`src/brm_pkg.sv`:
```
// Package of the radix-2 Booth multiplier: widths, reset values and codes.
// Used by the controller, the datapath and the top level.
package brm_pkg;

  // Fixed field widths.
  localparam int unsigned OPERAND_W   = 32;
  localparam int unsigned PRODUCT_W   = 64;
  localparam int unsigned CFG_W       = 6;
  localparam int unsigned ACC_W       = OPERAND_W + 2;
  localparam int unsigned IN_TDATA_W  = 2 * OPERAND_W;
  localparam int unsigned OUT_TDATA_W = PRODUCT_W;

  // Default for the MAX_WIDTH parameter and reset value of operand_width.
  localparam int unsigned MAX_WIDTH_DEF = 32;
  localparam logic [CFG_W-1:0] OPERAND_WIDTH_RST = 6'd32;

  // Booth recoding of the pair {current bit, previous bit}.
  localparam logic [1:0] BOOTH_ADD = 2'b01;
  localparam logic [1:0] BOOTH_SUB = 2'b10;

  // Controller states.
  typedef enum logic [1:0] {
    ST_IDLE,
    ST_RUN,
    ST_DONE
  } brm_state_e;

  // Commands from the controller to the datapath.
  typedef struct packed {
    logic load;
    logic step;
    logic capture;
  } brm_cmd_t;

  // Status from the datapath to the controller.
  typedef struct packed {
    logic last_step;
  } brm_status_t;

endpackage

```
`src/brm_ctrl.sv`:
```
// Controller state machine of the radix-2 Booth multiplier.
// Depends on brm_pkg for the state enum and the command and status structs.
module brm_ctrl import brm_pkg::*; (
  input  logic        clk_i,
  input  logic        rst_ni,
  input  logic        in_valid_i,
  output logic        in_ready_o,
  output logic        out_valid_o,
  input  logic        out_ready_i,
  input  brm_status_t status_i,
  output brm_cmd_t    cmd_o
);

  brm_state_e state_q, state_d;
  logic       out_valid_q, out_valid_d;

  // State and output-valid registers.
  always_ff @(posedge clk_i or negedge rst_ni) begin
    if (!rst_ni) begin
      state_q     <= ST_IDLE;
      out_valid_q <= 1'b0;
    end else begin
      state_q     <= state_d;
      out_valid_q <= out_valid_d;
    end
  end

  // Next state.
  always_comb begin
    state_d = state_q;
    unique case (state_q)
      ST_IDLE: begin
        if (in_valid_i) state_d = ST_RUN;
      end
      ST_RUN: begin
        if (status_i.last_step) state_d = ST_DONE;
      end
      ST_DONE: begin
        if (!out_valid_q || out_ready_i) state_d = ST_IDLE;
      end
      default: state_d = ST_IDLE;
    endcase
  end

  // Commands, handshake outputs and the output-valid flag.
  always_comb begin
    cmd_o       = '0;
    in_ready_o  = 1'b0;
    unique case (state_q)
      ST_IDLE: begin
        in_ready_o = 1'b1;
        cmd_o.load = in_valid_i;
      end
      ST_RUN: begin
        cmd_o.step = 1'b1;
      end
      ST_DONE: begin
        cmd_o.capture = !out_valid_q || out_ready_i;
      end
      default: begin
        cmd_o = '0;
      end
    endcase

    // A captured result raises valid; a taken one drops it.
    if (cmd_o.capture) begin
      out_valid_d = 1'b1;
    end else if (out_ready_i) begin
      out_valid_d = 1'b0;
    end else begin
      out_valid_d = out_valid_q;
    end
  end

  assign out_valid_o = out_valid_q;

endmodule

```
`src/brm_datapath.sv`:
```
// Datapath of the radix-2 Booth multiplier: width register, operand registers,
// shared add/subtract unit, step counter and output register. Depends on brm_pkg.
module brm_datapath import brm_pkg::*; #(
  parameter int unsigned MAX_WIDTH = MAX_WIDTH_DEF
) (
  input  logic                  clk_i,
  input  logic                  rst_ni,
  input  logic                  cfg_we_i,
  input  logic [CFG_W-1:0]      cfg_data_i,
  input  logic [OPERAND_W-1:0]  multiplicand_i,
  input  logic [OPERAND_W-1:0]  multiplier_i,
  input  brm_cmd_t              cmd_i,
  output brm_status_t           status_o,
  output logic [PRODUCT_W-1:0]  product_o
);

  localparam int unsigned CNT_W  = (MAX_WIDTH > 1) ? $clog2(MAX_WIDTH) : 1;
  localparam int unsigned SIGN_W = $clog2(OPERAND_W);
  localparam int unsigned PAIR_W = ACC_W + MAX_WIDTH;

  logic [CFG_W-1:0]            op_width_q;
  logic [CFG_W-1:0]            width_eff;
  logic [SIGN_W-1:0]           sign_idx;
  logic [MAX_WIDTH-1:0]        q_load;
  logic signed [ACC_W-1:0]     m_q;
  logic signed [ACC_W-1:0]     acc_q;
  logic signed [ACC_W-1:0]     sum;
  logic [MAX_WIDTH-1:0]        q_q;
  logic                        prev_q;
  logic [CNT_W-1:0]            cnt_q;
  logic signed [PAIR_W-1:0]    pair_val;
  logic [PRODUCT_W-1:0]        product_q;

  // Operand width register, reset to the full width.
  always_ff @(posedge clk_i or negedge rst_ni) begin
    if (!rst_ni) begin
      op_width_q <= OPERAND_WIDTH_RST;
    end else if (cfg_we_i) begin
      op_width_q <= cfg_data_i;
    end
  end

  // Saturate the width and sign-extend the used multiplier bits to MAX_WIDTH.
  assign width_eff = (op_width_q > CFG_W'(MAX_WIDTH)) ? CFG_W'(MAX_WIDTH) : op_width_q;
  assign sign_idx  = SIGN_W'(width_eff - CFG_W'(1));

  always_comb begin
    for (int i = 0; i < int'(MAX_WIDTH); i++) begin
      if (width_eff == '0) begin
        q_load[i] = 1'b0;
      end else if (CFG_W'(i) < width_eff) begin
        q_load[i] = multiplier_i[i];
      end else begin
        q_load[i] = multiplier_i[sign_idx];
      end
    end
  end

  // Booth recoding of the current and previous multiplier bits.
  always_comb begin
    case ({q_q[0], prev_q})
      BOOTH_ADD: sum = acc_q + m_q;
      BOOTH_SUB: sum = acc_q - m_q;
      default:   sum = acc_q;
    endcase
  end

  // Working registers: load, then one add/subtract and arithmetic shift per step.
  always_ff @(posedge clk_i) begin
    if (cmd_i.load) begin
      m_q    <= ACC_W'($signed(multiplicand_i));
      acc_q  <= '0;
      q_q    <= q_load;
      prev_q <= 1'b0;
    end else if (cmd_i.step) begin
      acc_q  <= {sum[ACC_W-1], sum[ACC_W-1:1]};
      q_q    <= {sum[0], q_q[MAX_WIDTH-1:1]};
      prev_q <= q_q[0];
    end
  end

  // Step counter.
  always_ff @(posedge clk_i or negedge rst_ni) begin
    if (!rst_ni) begin
      cnt_q <= '0;
    end else if (cmd_i.load) begin
      cnt_q <= '0;
    end else if (cmd_i.step) begin
      cnt_q <= cnt_q + CNT_W'(1);
    end
  end

  assign status_o.last_step = cmd_i.step && (cnt_q == CNT_W'(MAX_WIDTH - 1));

  // Output register takes the low product bits of {acc, q}.
  assign pair_val = {acc_q, q_q};

  always_ff @(posedge clk_i) begin
    if (cmd_i.capture) begin
      product_q <= PRODUCT_W'(pair_val);
    end
  end

  assign product_o = product_q;

endmodule

```
`src/booth_radix2_multiplier.sv`:
```
// Signed radix-2 Booth multiplier, 32 x 32 to 64 bits, with a width register.
// Top level: instantiates brm_ctrl and brm_datapath; depends on brm_pkg.
//
// An item is taken on the input stream, then the single shared add/subtract
// unit runs MAX_WIDTH (32 by default) Booth steps, one per cycle; then, once
// the output register is free or its product is being taken, the product
// moves into the output register, and only then is a new item accepted.
// The input side stays open while one finished product waits to be taken;
// if the next product is finished before that, the block holds it and keeps
// the input closed until the waiting output transaction happens.
// The step count does not depend on operand_width: the low operand_width bits
// of the multiplier are sign-extended to MAX_WIDTH bits before the first step,
// widths above MAX_WIDTH count as MAX_WIDTH, and a width of zero gives zero.
// The configuration write is always ready and must only happen while idle.
module booth_radix2_multiplier import brm_pkg::*; #(
  parameter int unsigned MAX_WIDTH = MAX_WIDTH_DEF
) (
  input  logic                   clk_i,
  input  logic                   rst_ni,
  // Configuration write: operand_width.
  input  logic                   cfg_valid_i,
  output logic                   cfg_ready_o,
  input  logic [CFG_W-1:0]       cfg_data_i,
  // Input stream.
  input  logic                   s_axis_tvalid,
  output logic                   s_axis_tready,
  input  logic [IN_TDATA_W-1:0]  s_axis_tdata,  // [31:0] multiplicand_in, [63:32] multiplier_in
  // Output stream.
  output logic                   m_axis_tvalid,
  input  logic                   m_axis_tready,
  output logic [OUT_TDATA_W-1:0] m_axis_tdata   // [63:0] product_out
);

  brm_cmd_t    cmd;
  brm_status_t status;

  assign cfg_ready_o = 1'b1;

  // Sequencer.
  brm_ctrl u_ctrl (
    .clk_i       (clk_i),
    .rst_ni      (rst_ni),
    .in_valid_i  (s_axis_tvalid),
    .in_ready_o  (s_axis_tready),
    .out_valid_o (m_axis_tvalid),
    .out_ready_i (m_axis_tready),
    .status_i    (status),
    .cmd_o       (cmd)
  );

  // Booth datapath.
  brm_datapath #(
    .MAX_WIDTH (MAX_WIDTH)
  ) u_datapath (
    .clk_i          (clk_i),
    .rst_ni         (rst_ni),
    .cfg_we_i       (cfg_valid_i),
    .cfg_data_i     (cfg_data_i),
    .multiplicand_i (s_axis_tdata[OPERAND_W-1:0]),
    .multiplier_i   (s_axis_tdata[IN_TDATA_W-1:OPERAND_W]),
    .cmd_i          (cmd),
    .status_o       (status),
    .product_o      (m_axis_tdata)
  );

endmodule

```
`config.mk`:
```
export PLATFORM = sky130hd
export DESIGN_NAME = booth_radix2_multiplier
export DESIGN_NICKNAME = d
export VERILOG_FILES = /design/src/brm_pkg.sv /design/src/brm_ctrl.sv /design/src/brm_datapath.sv /design/src/booth_radix2_multiplier.sv
export SDC_FILE = /design/constraint.sdc
export NUM_CORES = 1
export LEC_CHECK = 0
export ABC_CLOCK_PERIOD_IN_PS = 8000
export BUFFER_PORTS_ARGS = -buffer_cell sky130_fd_sc_hd__buf_4
export CORE_MARGIN = 2
export CORE_UTILIZATION = 62
export CTS_CLUSTER_DIAMETER = 150
export DETAILED_ROUTE_END_ITERATION = 7
export PLACE_DENSITY = 0.87
export SLEW_MARGIN = 25
export SYNTH_ARGS = -nofsm -noshare
export SYNTH_HDL_FRONTEND = slang
export SYNTH_SLANG_ARGS = --single-unit
```
`constraint.sdc`:
```
create_clock -name clk_i -period 8 [get_ports clk_i]
set_clock_uncertainty 0.15 [all_clocks]
set_input_delay 2 -clock clk_i [delete_from_list [all_inputs] [get_ports clk_i]]
set_output_delay 2 -clock clk_i [all_outputs]
set_load 0.005 [all_outputs]
```
==> reports/results.ini, run 1 <==
[outcome]
outcome = completed

[sta]
min_period_ns = 5.08
hold_slack_ns = 0.296
tightest_slew_ns = 0.760
rsz0062_at_grt = no
fin_ws_ns = 2.92
max_freq_mhz = 197
maxSlewHeadroom_pct = 49.0
final.period_utilization_pct = 63.5
finalMaxSlewViolations = 0
fin_tns_setup_ns = 0
setup_viol = 0
finalHoldViolCount = 0

[global_routing]
grt.total_usage_pct = 30.0
antenna_found_initial = 0
grt-ovfl-total = 0
grt_start_max_net_pins = 55
grt_pass1_wl_microns = 38400
grt_pass1_vias = 7587

[logic_synthesis]
synth_cells = 924
ys.flop_type = edfxtp_1
synth-async-reset-ratio_pct = 7.95
synth.top_cell.area_share_pct = 40.1
synth_area_sq_um = 9580
yosysUniqueCellTypes = 71
syn_nets = 1039
yosys_warnings = 0
synth.avg_cell_area_sq_um = 10.4
synth_top_cell_by_area = edfxtp_1
synth_edf_count = 128
yosysMostFrequentCell = edfxtp_1
synthTopCellsByArea = edfxtp_1, dfxtp_1, ha_1, nand2_1, xnor2_1
synthTopCellsByCount = edfxtp_1, nand2_1, a21oi_1, nor2_1, o21ai_0
seq_area_frac_synth_pct = 50.9
synth_seq_cells = 176

[power]
powerDensity_nw_per_um2 = 449
fin_total_pwr_mw = 5.12
leakage_nw = 4.54
ir_drop_v = 0.000251

[detailed_routing]
wl_per_cell_microns = 19.4
vias = 8041
viasPerCell = 6.44
drt_iter0_drc = 969
firstDrtPassIters = 6
postRouteAntennaNets = 0
drt_wl_total_microns = 24200
post-route-drc-count = 0

[final_layout]
drive_gt1_share_pct = 19.8
multi_input_area_sq_um = 4430
register_area_sq_um = 4880
finalInstanceArea_sq_um = 11400
layout.nets = 1162
fill_cells = 973
areaGrowthSynthToFinish_pct = 18.9
diodes = 0

[floorplanning]
die_h_microns = 128
rows = 45
core_region_area_sq_um = 15100
start_util_pct = 63.3
dieArea_sq_um = 16500
die_w_microns = 128
io_pins = 142

[critical_path]
crit_buf_inv = 0
path_cells = or4_1 -> nor4_1 -> nand2_1 -> nor4_1 -> nor2b_1 -> a21oi_1 -> xnor2_1 -> ha_1 -> a21oi_1 -> o21ai_0 -> a211oi_1 -> nor2_1 -> a31oi_1 -> a21boi_0 -> mux2i_1 -> mux2i_1
setup.worst_path.start_class = register
endpoint_kind = register
critical_path_class = register to register
arrival_ns = 5.30
cp_max_fo = 7
critPathTopFamily = simple AND/OR/NAND/NOR gates
worstPathRequired_ns = 8.22
worst_path_max_delay_cell = or4_1
slowest_delay_ns = 0.61

[place]
hpwl_microns = 16700
gp_congestion = 0.971
io_buffer_count = 140
place_area_sq_um = 10800
post-place-ws_ns = 3.03

[clock_network]
ctsHtreeMaxLevel = 4
cts_tree = built
clk_transition_reported_paths_ns = 0.07
hold_buffers = 0
clkSinkCount = 176
numCtsBuffers = 17
clk_latency_ns = 0.44
cts_resized = 0
clockBufferDepth = 2
cts_root_buffer = clkbuf_16
cts_setup_buffers = 0

[worst_hold_path]
hold_class = register to register

[run]
cap_violations = 0

cells in the final DEF, fill, tap and decap left out, types with 8 or more instances in the layout:
cell       count
o21ai_1       10
buf_4        152
a21o_1        23
ha_1          39
o211ai_1      13
xnor2_1       43
nand2b_1      13
mux2i_1       11
a221o_1       10
nand4_1        8
and3_1        10
dfrtp_1       13
clkbuf_16     17
nand2_1      102
o21ai_0       54
nor4_1        10
xor2_1        12
a21oi_1       69
a32oi_1       18
nand3_1       32
inv_1         25
nor3_1        12
edfxtp_1     128
nor2_1        65
a31oi_1        9
dfxtp_1       34
stage by stage:
stage / util [%] / instances
after global placement: 71.2 / 1216
final: 75.2 / 1248
after floorplan: - / 924
after detailed placement: 71.2 / 1216
after CTS: 75.2 / 1248
after global routing: 75.2 / 1248
state kept, by name, summed over array words and instances, names as in the netlist:
name and count:
u_ctrl.out_valid_o 1, u_ctrl.state_q 2, u_datapath.acc_q 33, u_datapath.cnt_q 5, u_datapath.m_q 32, u_datapath.op_width_q 6
u_datapath.prev_q 1, u_datapath.product_o 64, u_datapath.q_q 32
power by group:
group,internal [mW],switching [mW]
Combinational,1.12,1.58
Sequential,1.33,0.225
Clock,0.517,0.347
cell type report:
cell class,count,share of cell area (%)
sequential,176,42.8
inverter,27,0.890
tap,188,2.07
clock buffer,23,4.20
timing repair buffer,152,10.0
clock inverter,9,1.16
multi-input combinational,673,38.9
cells by family (layout without fill, tap and decap cells):
group,count (synthesis),in the layout,share of synthesized area [%]
AND/OR/NAND/NOR,296,296,14.6
AO/OA/AOI/OAI,258,258,17.6
multiplexers,23,23,3.38
other,1,1,0.0391
buffers and inverters,75,211,3.20
XOR/XNOR,55,55,5.03
flip-flops,176,176,50.9
adder cells (fa/ha/maj),40,40,5.30
per-layer routing:
layer | part of all wire [%] | global-route usage (%) | up-vias
met3 | 9.3 | 5.36 | 73
met4 | 3.2 | 13.5 | 0
met5 | 0 | 0 | -
met1 | 40 | 40.1 | 3773
li1 | - | - | 3703
met2 | 48 | 48.2 | 492
final timing paths:
path / startpoint / to / slack, ns / cells past startpoint
max in group asynchronous: rst_ni / u_datapath.op_width_q[5]$_DFFE_PN1P_ / 6.20 / 1
worst max-delay path: u_datapath.m_q[9]$_DFFE_PP_ / u_datapath.acc_q[32]$_SDFFE_PP0P_ / 2.92 / 16
min in group asynchronous: rst_ni / u_ctrl.out_valid_o$_DFFE_PN0P_ / 1.25 / 1
worst max register to register: u_datapath.m_q[9]$_DFFE_PP_ / u_datapath.acc_q[32]$_SDFFE_PP0P_ / 2.92 / 16
worst min-delay path: u_datapath.q_q[16]$_DFFE_PP_ / u_datapath.product_o[16]$_DFFE_PP_ / 0.30 / 0
worst min register to register: u_datapath.q_q[16]$_DFFE_PP_ / u_datapath.product_o[16]$_DFFE_PP_ / 0.30 / 0
(Power assumes the default switching activity.)
==> run 2: changes to the inputs <==
ABC_CLOCK_PERIOD_IN_PS = 4300   (was 8000)
CORE_UTILIZATION = 52   (was 62)
PLACE_DENSITY = 0.78   (was 0.87)
clock period = 4.3 ns   (was 8 ns; I/O delays follow)
==> reports/results.ini, run 2 (same netlist as run 1, synthesis figures left out) <==
[sta]
max_freq_mhz = 244
tightest_slew_ns = 0.877
maxSlewHeadroom_pct = 41.5
finalHoldViolCount = 0
finalMaxSlewViolations = 0
min_period_ns = 4.10
rsz0062_at_grt = yes
setup_viol = 0
final.period_utilization_pct = 95.4

[power]
p_seq_share_pct = 29.0
fin_total_pwr_mw = 9.83
clockPowerShare_pct = 16.2
sw_frac_of_total_pct = 42.9
powerDensity_nw_per_um2 = 836
p_comb_share_pct = 54.9
leakage_nw = 4.70
ir_drop_v = 0.000430
p_sw_mw = 4.21
p_int_mw = 5.62

[detailed_routing]
viasPerCell = 6.07
postRouteAntennaNets = 0
vias = 8025
wl_per_cell_microns = 19.1
drt_iter0_drc = 811
drt_wl_total_microns = 25200
firstDrtPassIters = 5
post-route-drc-count = 0

[clock_network]
numCtsBuffers = 17
hold_buffers = 0
ctsHtreeMaxLevel = 4
cts_tree = built
cts_root_buffer = clkbuf_16
clkSinkCount = 176
clk_transition_reported_paths_ns = 0.07
clk_latency_ns = 0.44
clockBufferDepth = 2

[critical_path]
cp_max_fo = 3
path_cells = or4_4 -> nor4_4 -> nand2_1 -> nor4_2 -> buf_4 -> nor2b_2 -> buf_4 -> a21oi_1 -> xnor2_1 -> ha_1 -> a21oi_1 -> o21ai_0 -> a211oi_1 -> nor2_1 -> a31oi_1 -> a21boi_2 -> mux2i_1 -> mux2i_1
critPathTopFamily = simple AND/OR/NAND/NOR gates
setup.worst_path.start_class = register
arrival_ns = 4.33
critical_path_class = register to register
worstPathRequired_ns = 4.53
slowest_delay_ns = 0.58
endpoint_kind = register
worst_path_max_delay_cell = or4_4
worstReg2RegStart = u_datapath.m_q[10]$_DFFE_PP_
crit_buf_inv = 2
crit_path_start = u_datapath.m_q[10]$_DFFE_PP_

[floorplanning]
die_h_microns = 140
core_region_area_sq_um = 18000
die_w_microns = 140
rows = 49
io_pins = 142
dieArea_sq_um = 19500
start_util_pct = 53.2

[run]
cap_violations = 0

[place]
gp_congestion = 0.911
io_buffer_count = 140
hpwl_microns = 17600

[final_layout]
largest_register_ffs = 64
fill_cells = 1423
final_cell_mix = buf_4, edfxtp_1, nand2_1, nor2_1, a21oi_1
drive_gt1_share_pct = 23.7
utilization_pct = 65.2
final_common_cell = buf_4
areaGrowthSynthToFinish_pct = 22.7
diodes = 0
layout.nets = 1194

[worst_hold_path]
hold_class = register to register
worst_hold_startpoint = u_datapath.q_q[2]$_DFFE_PP_

[global_routing]
grt_pass1_wl_microns = 39800
antenna_found_initial = 0
grt.total_usage_pct = 25.6
grt_start_max_net_pins = 65
grt-ovfl-total = 0
grt_pass1_vias = 7673

[outcome]
outcome = completed

## run 2: cell count changes in the layout (fill, tap and decap cells not counted), sizes merged
cell / previous run / this run
buf: 152 / 184
clkbuf: 23 / 17
inv: 27 / 33
bufinv: 3 / 2
clkinv: 4 / 5
## run 2: area by class of cell
class | instances | area [sq um] | area share [%]
Clock inverter | 15 | 173 | 1.47
Clock buffer | 17 | 425 | 3.62
Tap cell | 229 | 287 | 2.44
Inverter | 27 | 101 | 0.862
Sequential cell | 176 | 4880 | 41.5
Timing Repair Buffer | 184 | 1390 | 11.9
Multi-Input combinational cell | 673 | 4500 | 38.3
## run 2: power groups by stage
stage,sequential (mW),combinational [mW],clock [mW]
floorplan,2.72,3.89,0
global placement,2.84,5.05,0
detailed placement,2.86,5.18,0
CTS,2.83,5.25,1.60
global route,2.89,5.95,1.66
finish,2.85,5.39,1.59
## run 2: path summary, 6_finish.rpt
kind	endpoint	slack, ns	depth (start not counted)
worst min-delay path	u_datapath.product_o[2]$_DFFE_PP_	0.30	0
worst max-delay path	u_datapath.acc_q[32]$_SDFFE_PP0P_	0.20	18
min in group asynchronous	u_ctrl.out_valid_o$_DFFE_PN0P_	0.32	1
max in group asynchronous	u_datapath.op_width_q[5]$_DFFE_PN1P_	3.43	1
worst min register to register	u_datapath.product_o[2]$_DFFE_PP_	0.30	0
worst max register to register	u_datapath.acc_q[32]$_SDFFE_PP0P_	0.20	18
## run 2: per-stage QoR
| step | setup TNS (ns) | area (sq um) | setup WS, ns | instances | hold WS (ns) |
|---|---|---|---|---|---|
| 2_1_floorplan | 0 | 9590 | 0.115 | 924 | 0.276 |
| 3_3_place_gp | 0 | 11100 | 0.0502 | 1288 | 0.281 |
| 3_5_place_dp | -0.0507 | 11100 | -0.0507 | 1288 | 0.286 |
| 4_1_cts | 0 | 11700 | 0.0301 | 1320 | 0.301 |
| 5_1_grt | -0.0677 | 11800 | -0.0452 | 1321 | 0.308 |
| 6_report | 0 | 11800 | 0.198 | 1321 | 0.301 |
## run 2: timing repair
action / CTS / global route
gates resized for setup: 4 / 14
setup endpoints to repair: 5 / 26
pin swaps: 0 / 2
setup buffers: 0 / 1
## run 2: per-layer routing
layer / track usage [%] / vias to the layer above / part of all wire [%]
met5: 0 / - / 0
met2: 40.7 / 394 / 46
met3: 5.40 / 60 / 7.8
li1: - / 3761 / -
met1: 35.5 / 3810 / 43
met4: 8.11 / 0 / 2.6
==> run 3: changes to the inputs <==
SKIP_LAST_GASP = 1   (was default)
SYNTH_HIERARCHICAL = 1   (was default)
==> reports/results.ini, run 3 <==
[logic_synthesis]
synth_top_cell_by_area = edfxtp_1
synth.avg_cell_area_sq_um = 10.7
synth-async-reset-ratio_pct = 7.95
synth_cells = 909
synth_area_sq_um = 9720
yosysUniqueCellTypes = 71
yosys_warnings = 6
synthTopCellsByCount = edfxtp_1, nor2_1, a21oi_1, inv_1, nand2_1
yosysMostFrequentCell = edfxtp_1
ys.flop_type = edfxtp_1
synthTopCellsByArea = edfxtp_1, dfxtp_1, ha_1, mux2i_1, xnor2_1
synth_seq_cells = 176
seq_area_frac_synth_pct = 50.2
synth_edf_count = 128
syn_nets = 1024
synth.top_cell.area_share_pct = 39.5

[clock_network]
clkSinkCount = 176
hold_buffers = 0
clk_transition_reported_paths_ns = 0.07
cts_root_buffer = clkbuf_16
clockBufferDepth = 2
clk_latency_ns = 0.43
cts_tree = built
numCtsBuffers = 17
ctsHtreeMaxLevel = 4

[critical_path]
endpoint_kind = register
slowest_delay_ns = 0.60
setup.worst_path.start_class = register
cp_max_fo = 6
arrival_ns = 4.28
timing.critical_path.mode_cell = a21oi_1
critical_path_class = register to register
worst_path_max_delay_cell = or4b_4
crit_path_start = u_datapath/m_q[2]$_DFFE_PP_
worstReg2RegStart = u_datapath/m_q[2]$_DFFE_PP_
worstPathRequired_ns = 4.48
crit_buf_inv = 1
path_cells = nor4_4 -> buf_4 -> nand2_1 -> nor2_2 -> nor2_1 -> xnor2_1 -> ha_2 -> and3_1 -> a221oi_2 -> and2_0 -> a21oi_1 -> or4b_4 -> a41oi_4 -> xnor2_2 -> a21oi_1 -> a31o_1
critPathTopFamily = simple AND/OR/NAND/NOR gates

[detailed_routing]
firstDrtPassIters = 6
post-route-drc-count = 0
drt_wl_total_microns = 23400
vias = 7593
drt_iter0_drc = 623
viasPerCell = 5.81
postRouteAntennaNets = 0
wl_per_cell_microns = 17.9

[final_layout]
final_cell_mix = buf_4, edfxtp_1, nor2_1, a21oi_1, inv_1
final_common_cell = buf_4
drive_gt1_share_pct = 24.3
finalInstanceArea_sq_um = 11800
layout.nets = 1171
fin_cells = 1306
areaGrowthSynthToFinish_pct = 21.5
largest_register_ffs = 64

[floorplanning]
die_h_microns = 141
die_w_microns = 141
core_region_area_sq_um = 18500
dieArea_sq_um = 19800
io_pins = 142
start_util_pct = 52.5
rows = 50

[sta]
min_period_ns = 4.11
maxSlewHeadroom_pct = 45.5
fin_ws_ns = 0.193
tightest_slew_ns = 0.818
setup_viol = 0
finalHoldViolCount = 0
finalMaxSlewViolations = 0
max_freq_mhz = 243
final.period_utilization_pct = 95.5

[global_routing]
grt.total_usage_pct = 23.6
grt_pass1_vias = 7246
grt-ovfl-total = 0
grt_start_max_net_pins = 44
grt_pass1_wl_microns = 36800
antenna_found_initial = 2

[place]
hpwl_microns = 16900
gp_congestion = 0.947
place_area_sq_um = 11100
io_buffer_count = 140
post-place-ws_ns = -0.0463
dpl.cell_count = 1268

[power]
leakage_nw = 4.77
powerDensity_nw_per_um2 = 828
ir_drop_v = 0.000452
fin_total_pwr_mw = 9.78

[worst_hold_path]
hold_class = register to register
worst_hold_startpoint = u_datapath/q_q[5]$_DFFE_PP_

[run]
cap_violations = 0

[outcome]
outcome = completed

## run 3: cell types whose count changed in the layout (fill, tap and decap cells not counted), sizes merged, moves of 9 or more
cell and delta:
nand2 -54, mux2i +36, nor2 +33, o22ai +28, o21ai -27, inv +22, nand3 -22, a32oi -18
a211oi +16, a21o -15, a221o -10, buf -10, a31oi +9
## run 3: area by class of cell
class                      instances  area (sq um)
clock inverter                    14           154
sequential                       176          4880
tap                              234           293
antenna                            3          7.51
inverter                          50           188
clock buffer                      18           429
timing repair buffer             174          1310
fill                            1491          6710
multi-input combinational        637          4560
## run 3: timing repair
item                       CTS  global route
setup endpoints to repair    2             5
pin swaps                    0             8
buffers inserted             0             3
resized for setup            3            18
## run 3: per-layer routing
layer	share of wire [%]	track usage, %	wire (microns)	vias up
met5	0	0	0	-
met4	3.2	10.1	753	0
met3	4.6	3.36	1090	49
met2	47	37.4	10900	276
met1	46	32.9	10700	3619
li1	-	-	-	3649
## run 3: worst paths after layout
path | endpoint | slack, ns | depth (start not counted)
worst min register to register | u_datapath/product_o[5]$_DFFE_PP_ | 0.30 | 0
worst min-delay path | u_datapath/product_o[5]$_DFFE_PP_ | 0.30 | 0
worst max-delay path | u_datapath/acc_q[32]$_SDFFE_PP0P_ | 0.19 | 16
worst max register to register | u_datapath/acc_q[32]$_SDFFE_PP0P_ | 0.19 | 16
max in group asynchronous | u_datapath/op_width_q[5]$_DFFE_PN1P_ | 3.43 | 1
min in group asynchronous | u_datapath/op_width_q[3]$_DFFE_PN0P_ | 0.33 | 1
## run 3: cell families (layout without fill, tap and decap cells)
logic type,after synthesis,in the layout,synth area share [%]
other,1,4,0.0386
and+or+nand+nor,245,245,12.1
DFF,176,176,50.2
buffers and inverters,96,256,4.02
AOI/OAI and AO/OA,230,230,15.1
xor gates and xnor gates,60,60,5.60
adders and majority gates,40,40,5.23
muxes,61,61,7.76
## run 3: metrics by stage
step | hold slack, ns | util (%) | setup TNS (ns)
final | 0.298 | 63.8 | 0
after CTS | 0.302 | 63.2 | 0
after global placement | 0.279 | 60.0 | 0
after detailed placement | 0.284 | 60.0 | -0.0570
after global routing | 0.310 | 63.8 | -0.178
after floorplan | 0.276 | - | 0
## run 3: power breakdown
| part | switching, mW | leakage, nW | internal [mW] |
|---|---|---|---|
| Sequential | 0.359 | 1.66 | 2.45 |
| Clock | 0.673 | 0.275 | 0.864 |
| Combinational | 3.02 | 2.83 | 2.41 |
| Total | 4.06 | 4.77 | 5.73 |
